$ cat src/design/sensor_frame_deframer_core_defines.svh
// Assertion macros shared by the deframer RTL.
// No dependencies; included by the top level only.
`ifndef SENSOR_FRAME_DEFRAMER_CORE_DEFINES_SVH
`define SENSOR_FRAME_DEFRAMER_CORE_DEFINES_SVH

// The condition must hold in the same cycle as the trigger.
`define SFD_ASSERT_SAME(label, clk, rst, trig, cond) \
   label: assert property (@(posedge clk) disable iff (rst) (trig) |-> (cond)) \
      else $error("sensor frame deframer assertion failed");

// The condition must hold in the cycle after the trigger.
`define SFD_ASSERT_NEXT(label, clk, rst, trig, cond) \
   label: assert property (@(posedge clk) disable iff (rst) (trig) |=> (cond)) \
      else $error("sensor frame deframer assertion failed");

`endif

$ cat src/design/sfd_pkg.sv
// Shared types and constants for the sensor frame deframer.
// No dependencies; used by every module of the block.
package sfd_pkg;

   localparam int FRAME_LEN      = 24;
   localparam int DATA_BYTES     = FRAME_LEN - 2;   // bytes 1 .. FRAME_LEN-2
   localparam int NUM_CHAN       = 9;
   localparam int COUNT_WIDTH    = 5;
   localparam int CSR_IDX_WIDTH  = 8;

   localparam logic [COUNT_WIDTH-1:0] TAIL_POS = COUNT_WIDTH'(FRAME_LEN - 1);

   localparam logic [CSR_IDX_WIDTH-1:0] CSR_SYNC_BYTE = CSR_IDX_WIDTH'(0);
   localparam logic [CSR_IDX_WIDTH-1:0] CSR_TAIL_BYTE = CSR_IDX_WIDTH'(1);

   localparam logic [7:0] SYNC_RESET = 8'h40;
   localparam logic [7:0] TAIL_RESET = 8'h0a;

   typedef struct packed {
      logic [7:0] sync_byte;
      logic [7:0] tail_byte;
   } cfg_type;

   typedef struct packed {
      logic [31:0]                 timestamp;
      logic [NUM_CHAN-1:0][15:0]   chan;
   } result_type;

   typedef struct packed {
      logic out_valid;
      logic skid_valid;
   } buf_status_type;

endpackage

$ cat src/design/sfd_csr.sv
// Configuration registers: sync byte and tail byte.
// Depends on sfd_pkg.
module sfd_csr (
   input  logic                             clock,
   input  logic                             reset,
   input  logic                             csr_valid,
   input  logic [sfd_pkg::CSR_IDX_WIDTH-1:0] csr_index,
   input  logic [7:0]                       csr_data,
   output sfd_pkg::cfg_type                 cfg
);

   sfd_pkg::cfg_type cfg_ff, cfg_in;

   always_comb begin
      cfg_in = cfg_ff;
      if (csr_valid) begin
         unique case (csr_index)
            sfd_pkg::CSR_SYNC_BYTE: cfg_in.sync_byte = csr_data;
            sfd_pkg::CSR_TAIL_BYTE: cfg_in.tail_byte = csr_data;
            default: ;
         endcase
      end
   end

   always_ff @(posedge clock) begin
      if (reset) begin
         cfg_ff.sync_byte <= sfd_pkg::SYNC_RESET;
         cfg_ff.tail_byte <= sfd_pkg::TAIL_RESET;
      end else begin
         cfg_ff <= cfg_in;
      end
   end

   assign cfg = cfg_ff;

endmodule

$ cat src/design/sfd_deframer.sv
// Sync hunt, byte counter and frame capture shift line.
// Depends on sfd_pkg.
module sfd_deframer (
   input  logic                 clock,
   input  logic                 reset,
   input  logic                 accept,
   input  logic [7:0]           rx_byte,
   input  sfd_pkg::cfg_type     cfg,
   output logic                 res_valid,
   output sfd_pkg::result_type  res
);

   logic                                   hunting_ff, hunting_in;
   logic [sfd_pkg::COUNT_WIDTH-1:0]        count_ff, count_in;
   logic [sfd_pkg::DATA_BYTES-1:0][7:0]    shift_ff, shift_in;

   always_comb begin
      hunting_in = hunting_ff;
      count_in   = count_ff;
      shift_in   = shift_ff;
      res_valid  = 1'b0;
      if (accept) begin
         if (hunting_ff) begin
            // The sync byte itself is never read back, so it is not stored.
            if (rx_byte == cfg.sync_byte) begin
               hunting_in = 1'b0;
               count_in   = sfd_pkg::COUNT_WIDTH'(1);
            end
         end else if (count_ff < sfd_pkg::TAIL_POS) begin
            shift_in = {rx_byte, shift_ff[sfd_pkg::DATA_BYTES-1:1]};
            count_in = count_ff + sfd_pkg::COUNT_WIDTH'(1);
         end else begin
            hunting_in = 1'b1;
            count_in   = '0;
            res_valid  = (rx_byte == cfg.tail_byte);
         end
      end
   end

   // After a full frame, entry 0 holds byte 1 and the last entry holds byte 22.
   always_comb begin
      res.timestamp = {shift_ff[3], shift_ff[2], shift_ff[1], shift_ff[0]};
      for (int k = 0; k < sfd_pkg::NUM_CHAN; k++) begin
         res.chan[k] = {shift_ff[2*k+5], shift_ff[2*k+4]};
      end
   end

   always_ff @(posedge clock) begin
      if (reset) begin
         hunting_ff <= 1'b1;
         count_ff   <= '0;
      end else begin
         hunting_ff <= hunting_in;
         count_ff   <= count_in;
      end
   end

   always_ff @(posedge clock) begin
      shift_ff <= shift_in;
   end

endmodule

$ cat src/design/sfd_rsp_buffer.sv
// Result register with a one-entry skid stage behind it.
// Depends on sfd_pkg.
module sfd_rsp_buffer (
   input  logic                   clock,
   input  logic                   reset,
   input  logic                   load,
   input  sfd_pkg::result_type    load_data,
   input  logic                   rsp_stall,
   output sfd_pkg::result_type    out_data,
   output sfd_pkg::buf_status_type status
);

   logic                 out_valid_ff, out_valid_in;
   logic                 skid_valid_ff, skid_valid_in;
   sfd_pkg::result_type  out_ff, out_in;
   sfd_pkg::result_type  skid_ff, skid_in;

   always_comb begin
      out_valid_in  = out_valid_ff;
      skid_valid_in = skid_valid_ff;
      out_in        = out_ff;
      skid_in       = skid_ff;
      if (!out_valid_ff || !rsp_stall) begin
         // Input is stalled while the skid holds a result, so no load then.
         if (skid_valid_ff) begin
            out_in        = skid_ff;
            out_valid_in  = 1'b1;
            skid_valid_in = 1'b0;
         end else begin
            out_in       = load_data;
            out_valid_in = load;
         end
      end else if (load) begin
         skid_in       = load_data;
         skid_valid_in = 1'b1;
      end
   end

   always_ff @(posedge clock) begin
      if (reset) begin
         out_valid_ff  <= 1'b0;
         skid_valid_ff <= 1'b0;
      end else begin
         out_valid_ff  <= out_valid_in;
         skid_valid_ff <= skid_valid_in;
      end
   end

   always_ff @(posedge clock) begin
      out_ff  <= out_in;
      skid_ff <= skid_in;
   end

   assign out_data          = out_ff;
   assign status.out_valid  = out_valid_ff;
   assign status.skid_valid = skid_valid_ff;

endmodule

$ cat src/design/sensor_frame_deframer_core.sv
// Sensor frame deframer: takes one received byte per cycle while req_stall is low, hunts
// for the sync byte, collects a 24-byte frame and, when the last byte matches the tail
// byte, delivers the timestamp and nine channel values through the output register.
// Depends on sfd_pkg, sfd_csr, sfd_deframer, sfd_rsp_buffer and the defines header.
//
// A request is accepted whenever req_stall is low, so one byte can enter each clock then.
// A result waits in the output register; one more result fits in a skid stage,
// and req_stall is high only while that skid stage is occupied. Configuration
// writes always complete in the cycle they are presented (csr_ready is high).
`include "sensor_frame_deframer_core_defines.svh"

module sensor_frame_deframer_core (
   input  logic                              clock,
   input  logic                              reset,
   input  logic                              req_valid,
   output logic                              req_stall,
   input  logic [7:0]                        req_rx_byte,
   output logic                              rsp_valid,
   input  logic                              rsp_stall,
   output logic [31:0]                       rsp_timestamp,
   output logic [15:0]                       rsp_chan_a,
   output logic [15:0]                       rsp_chan_b,
   output logic [15:0]                       rsp_chan_c,
   output logic [15:0]                       rsp_chan_d,
   output logic [15:0]                       rsp_chan_e,
   output logic [15:0]                       rsp_chan_f,
   output logic [15:0]                       rsp_chan_g,
   output logic [15:0]                       rsp_chan_h,
   output logic [15:0]                       rsp_chan_i,
   input  logic                              csr_valid,
   output logic                              csr_ready,
   input  logic [sfd_pkg::CSR_IDX_WIDTH-1:0] csr_index,
   input  logic [7:0]                        csr_data
);

   sfd_pkg::cfg_type        cfg;
   sfd_pkg::result_type     res;
   sfd_pkg::result_type     out_data;
   sfd_pkg::buf_status_type status;
   logic                    res_valid;
   logic                    req_accept;

   assign csr_ready  = 1'b1;
   assign req_stall  = status.skid_valid;
   assign req_accept = req_valid && !req_stall;

   sfd_csr u_csr (
      .clock     (clock),
      .reset     (reset),
      .csr_valid (csr_valid),
      .csr_index (csr_index),
      .csr_data  (csr_data),
      .cfg       (cfg)
   );

   sfd_deframer u_deframer (
      .clock     (clock),
      .reset     (reset),
      .accept    (req_accept),
      .rx_byte   (req_rx_byte),
      .cfg       (cfg),
      .res_valid (res_valid),
      .res       (res)
   );

   sfd_rsp_buffer u_rsp_buffer (
      .clock     (clock),
      .reset     (reset),
      .load      (res_valid),
      .load_data (res),
      .rsp_stall (rsp_stall),
      .out_data  (out_data),
      .status    (status)
   );

   assign rsp_valid     = status.out_valid;
   assign rsp_timestamp = out_data.timestamp;
   assign rsp_chan_a    = out_data.chan[0];
   assign rsp_chan_b    = out_data.chan[1];
   assign rsp_chan_c    = out_data.chan[2];
   assign rsp_chan_d    = out_data.chan[3];
   assign rsp_chan_e    = out_data.chan[4];
   assign rsp_chan_f    = out_data.chan[5];
   assign rsp_chan_g    = out_data.chan[6];
   assign rsp_chan_h    = out_data.chan[7];
   assign rsp_chan_i    = out_data.chan[8];

   // The skid stage only fills behind an occupied output register.
   `SFD_ASSERT_SAME(a_skid_behind_out, clock, reset, status.skid_valid, status.out_valid)
   // After a good frame, rsp_valid is always high in the following cycle.
   `SFD_ASSERT_NEXT(a_result_visible, clock, reset, res_valid, rsp_valid)
   // When the output is taken, the skid entry moves forward and frees the input.
   `SFD_ASSERT_NEXT(a_skid_drains, clock, reset, status.skid_valid && !rsp_stall,
                    rsp_valid && !req_stall)

endmodule

$ cat config.mk
export PLATFORM = sky130hd
export DESIGN_NAME = sensor_frame_deframer_core
export DESIGN_NICKNAME = d
export VERILOG_FILES = /design/src/design/sfd_pkg.sv /design/src/design/sfd_csr.sv /design/src/design/sfd_deframer.sv /design/src/design/sfd_rsp_buffer.sv /design/src/design/sensor_frame_deframer_core.sv
export VERILOG_INCLUDE_DIRS = /design/src /design/src/design
export SDC_FILE = /design/constraint.sdc
export NUM_CORES = 1
export LEC_CHECK = 0
export BUFFER_PORTS_ARGS = -buffer_cell sky130_fd_sc_hd__buf_2
export CAP_MARGIN = 10
export CORE_AREA = 2 2 234 178
export CTS_CLUSTER_SIZE = 8
export DETAILED_ROUTE_END_ITERATION = 7
export DIE_AREA = 0 0 236 180
export PLACE_DENSITY_LB_ADDON = 0.2
export SYNTH_ARGS = -nofsm -noshare
export SYNTH_HDL_FRONTEND = slang
export SYNTH_SLANG_ARGS = --single-unit
export TNS_END_PERCENT = 5
$ cat constraint.sdc
create_clock -name clock -period 20.9 [get_ports clock]
set_clock_uncertainty 0.2 [all_clocks]
set_input_delay 1.045 -clock clock [delete_from_list [all_inputs] [get_ports clock]]
set_output_delay 1.045 -clock clock [all_outputs]
set_load 0.005 [all_outputs]
==> key figures <==
Outcome
  – Status: finished clean

Placed design
  – Port Buffers: 206
  – Post-DP HPWL: 18.69 mm
  – Pre-CTS WS: 16,500 ps
  – Routability cong.: 0.7422

Timing
  – Unrepaired setup endpoints after global routing: no
  – Slew HR: 27.80%
  – Setup TNS Final: 0 ps
  – # setup viols final: 0
  – F_max: 259.8 MHz
  – Fin. Hold Viols: 0
  – Worst Max-Slew Pin Slew: 1083 ps
  – Tmin final: 3849 ps
  – Max-slew violations: 0
  – Tcrit/Tclk final: 18.42%
  – Final WS setup: 17,050 ps

Die
  – Chip Height: 180 um
  – Die W: 236 um
  – Boundary pin count: 208
  – Standard-cell row count: 64
  – Die Area: 42,480 um2
  – Initial Util: 47.50%
  – Core area: 40,280 um2

Setup path
  – CP top delay family: simple AND/OR/NAND/NOR gates
  – WP data arrival: 3820 ps
  – CP max stage cell: buf_4
  – CP endpoint kind: flip-flop
  – WS Path Type: in2reg
  – CP Max Fanout: 77
  – Slowest stage delay, CP: 900 ps
  – CP Buf/Inv Count: 2
  – CP Launch Type: input port
  – CP required: 20,870 ps
  – Worst-path cell chain: buf_2, xor2_1, nor4_1, nand4b_1, nor2_4, buf_4

Global route
  – Met2 global-route usage: 22.63%
  – GR Layer Usage met3: 4.807%
  – Global-route wire length before repair: 50.94 mm
  – Global route overflow: 0
  – Grt peak-use layer: met2
  – Vias in the first global route: 8,785
  – Largest net degree at the start of global routing: 79
  – Met1 usage: 22.43%
  – Total track usage: 15.60%
  – Initial antenna violation count: 0

Layout
  – Register area: 16,340 um2
  – Share of layout cells above drive strength 1: 42.22%
  – Ant. Diodes: 0
  – Final core occ: 56.73%
  – Fillcell total: 3,052
  – Final nets: 1,151
  – Area grow syn2layout: 19.43%
  – Area of the multi-input gates: 2700 um2

CTS
  – Worst skew pair latency: 570 ps
  – Clock root cell: clkbuf_16
  – Clk sink count: 552
  – Clk buf depth: 3
  – Post-CTS setup buffers: 0
  – Clock slew seen by the registers of the worst setup and hold paths: 50 ps
  – CTS buffer count: 78
  – Clock H-tree levels: 3
  – CTS tree: yes
  – Cts hold-fix bufs: 0
  – PostCTS Resize Cnt: 0

Power and ir drop
  – LEAKAGE: 7.979 nW
  – Share of power burned in registers: 52.4%
  – Clock share of power: 47.2%
  – Sw frac: 18.08%
  – Combinational Power Share: 0.3%
  – Net Sw Power: 412.7 uW
  – Cell Int Power: 1.869 mW
  – Tot Pwr: 2.282 mW
  – Peak supply drop: 0.00005590 V
  – Cell area power density: 99.88 nW/um2

Logic synthesis
  – Proportion of synthesized area in mux cells: 11.30%
  – Synth unique cells: 40
  – Simple-gate share of the synthesized area: 1.243%
  – Async set or reset register ratio after synthesis: 0%
  – Synthesized-area fraction occupied by adder cells: 0.06540%
  – Syn Inst Count: 851
  – Compound-cell area share of the yosys netlist: 0.6606%
  – Post-synthesis sequential area ratio: 85.39%
  – Main combinational cell family by area after synthesis: multiplexers
  – Syn Nets: 881
  – Synth warn: 0
  – EDFF count, synth: 528
  – Dominant synthesized flop cell: edfxtp_1
  – Mapped Area: 19,130 um2
  – Xor-xnor portion of the synthesized cell area: 0.7325%
  – Syn avg cell area: 22.48 um2
  – Flops & latches, synth: 552

Drt
  – Initial DRC Count: 513
  – Final ANT Viol Nets: 0
  – Residual DRC count: 0
  – DR vias: 8,544
  – Via density: 5.132
  – Detailed Route WL: 32.82 mm
  – DR pass1 iterations: 4
  – Mean routed wirelength per cell: 19.71 um

Flow run
  – Maxcap violations: 0

Worst hold path
  – Worst Hold Class: reg2reg
[path summary, 6_finish.rpt]
path	depth (start not counted)	slack, ps	endpoint	from
max	6	17050	u_rsp_buffer.skid_ff[44]	req_rx_byte[6]
min	0	240	u_rsp_buffer.skid_ff[150]	u_deframer.res[150]
max reg2reg	4	17140	u_rsp_buffer.skid_ff[44]	u_rsp_buffer.skid_valid_ff
min reg2reg	0	240	u_rsp_buffer.skid_ff[150]	u_deframer.res[150]
[power groups by stage]
stage | registers [mW] | clock network (mW) | logic (mW)
CTS | 1.20 | 1.10 | 0.00796
global placement | 1.22 | 0 | 0.00784
global route | 1.20 | 1.15 | 0.00878
finish | 1.20 | 1.08 | 0.00794
floorplan | 1.22 | 0 | 0.00322
detailed placement | 1.22 | 0 | 0.00791
[per-stage QoR]
stage	std cells	hold slack [ps]	instance area (um2)
finish	1665	240.8	22850
global route	1665	254.5	22850
CTS	1665	241.1	22850
detailed placement	1569	232.5	20800
global placement	1569	230.6	20800
floorplan	851	222.2	19130
[layout by cell type, fill, tap and decap left out, types with 2 or more instances in the layout]
master / count
a31oi_1: 4
nor2_1: 16
o21ai_0: 3
a21oi_1: 2
a311oi_1: 2
xnor2_1: 8
mux2i_1: 18
clkbuf_1: 16
nand2_1: 6
clkbuf_16: 79
buf_2: 206
nor4_1: 2
inv_1: 3
dfxtp_1: 23
nand4_1: 2
xor2_1: 8
edfxtp_1: 528
a31o_2: 2
mux2_2: 176
buf_4: 8
nor2b_1: 2
[flip-flops by register name (all words and copies together), names as in the netlist]
register                    cells
u_deframer.res                176
u_rsp_buffer.out_data         176
u_rsp_buffer.skid_ff          176
u_csr.cfg                      16
u_deframer.count_ff             5
u_deframer.hunting_ff           1
u_rsp_buffer.out_valid_ff       1
u_rsp_buffer.skid_valid_ff      1
[cell type report]
cell class | instances | share of cell area [%]
Sequential cell | 552 | 71.51
Clock buffer | 95 | 8.915
Tap cell | 528 | 2.891
Multi-Input combinational cell | 272 | 11.82
Inverter | 3 | 0.04929
Clock inverter | 1 | 0.03833
Timing Repair Buffer | 214 | 4.775
[synth_stat cells (2+ instances only)]
| library cell | count | area share, % |
|---|---|---|
| edfxtp_1 | 528 | 83 |
| mux2_2 | 176 | 10 |
| dfxtp_1 | 24 | 2.5 |
| clkbuf_1 | 18 | 0.35 |
| mux2i_1 | 18 | 0.94 |
| nor2_1 | 17 | 0.33 |
| xnor2_1 | 8 | 0.37 |
| xor2_1 | 8 | 0.37 |
| nand2_1 | 7 | 0.14 |
| a31oi_1 | 4 | 0.13 |
| buf_1 | 4 | 0.078 |
| inv_1 | 3 | 0.059 |
| o21ai_0 | 3 | 0.078 |
| a21oi_1 | 2 | 0.052 |
| a311oi_1 | 2 | 0.092 |
| a31o_2 | 2 | 0.092 |
| nand4_1 | 2 | 0.065 |
| nor2b_1 | 2 | 0.065 |
| nor4_1 | 2 | 0.065 |
[per-layer routing]
| metal | up-vias | routed length [um] | part of all wire (%) |
|---|---|---|---|
| met2 | 223 | 14700 | 45 |
| met1 | 4350 | 15390 | 47 |
| met5 | - | 0 | 0 |
| met4 | 0 | 769 | 2.3 |
| met3 | 60 | 1963 | 6.0 |
| li1 | 3911 | - | - |
[cell families (layout without fill, tap and decap cells)]
group,after synthesis,in the layout
DFF,552,552
muxes,194,194
and+or+nand+nor,42,42
buffers and inverters,27,313
AOI/OAI and AO/OA,18,18
xor gates and xnor gates,16,16
adders and majority gates,1,1
other,1,1
(Power assumes the default switching activity.)
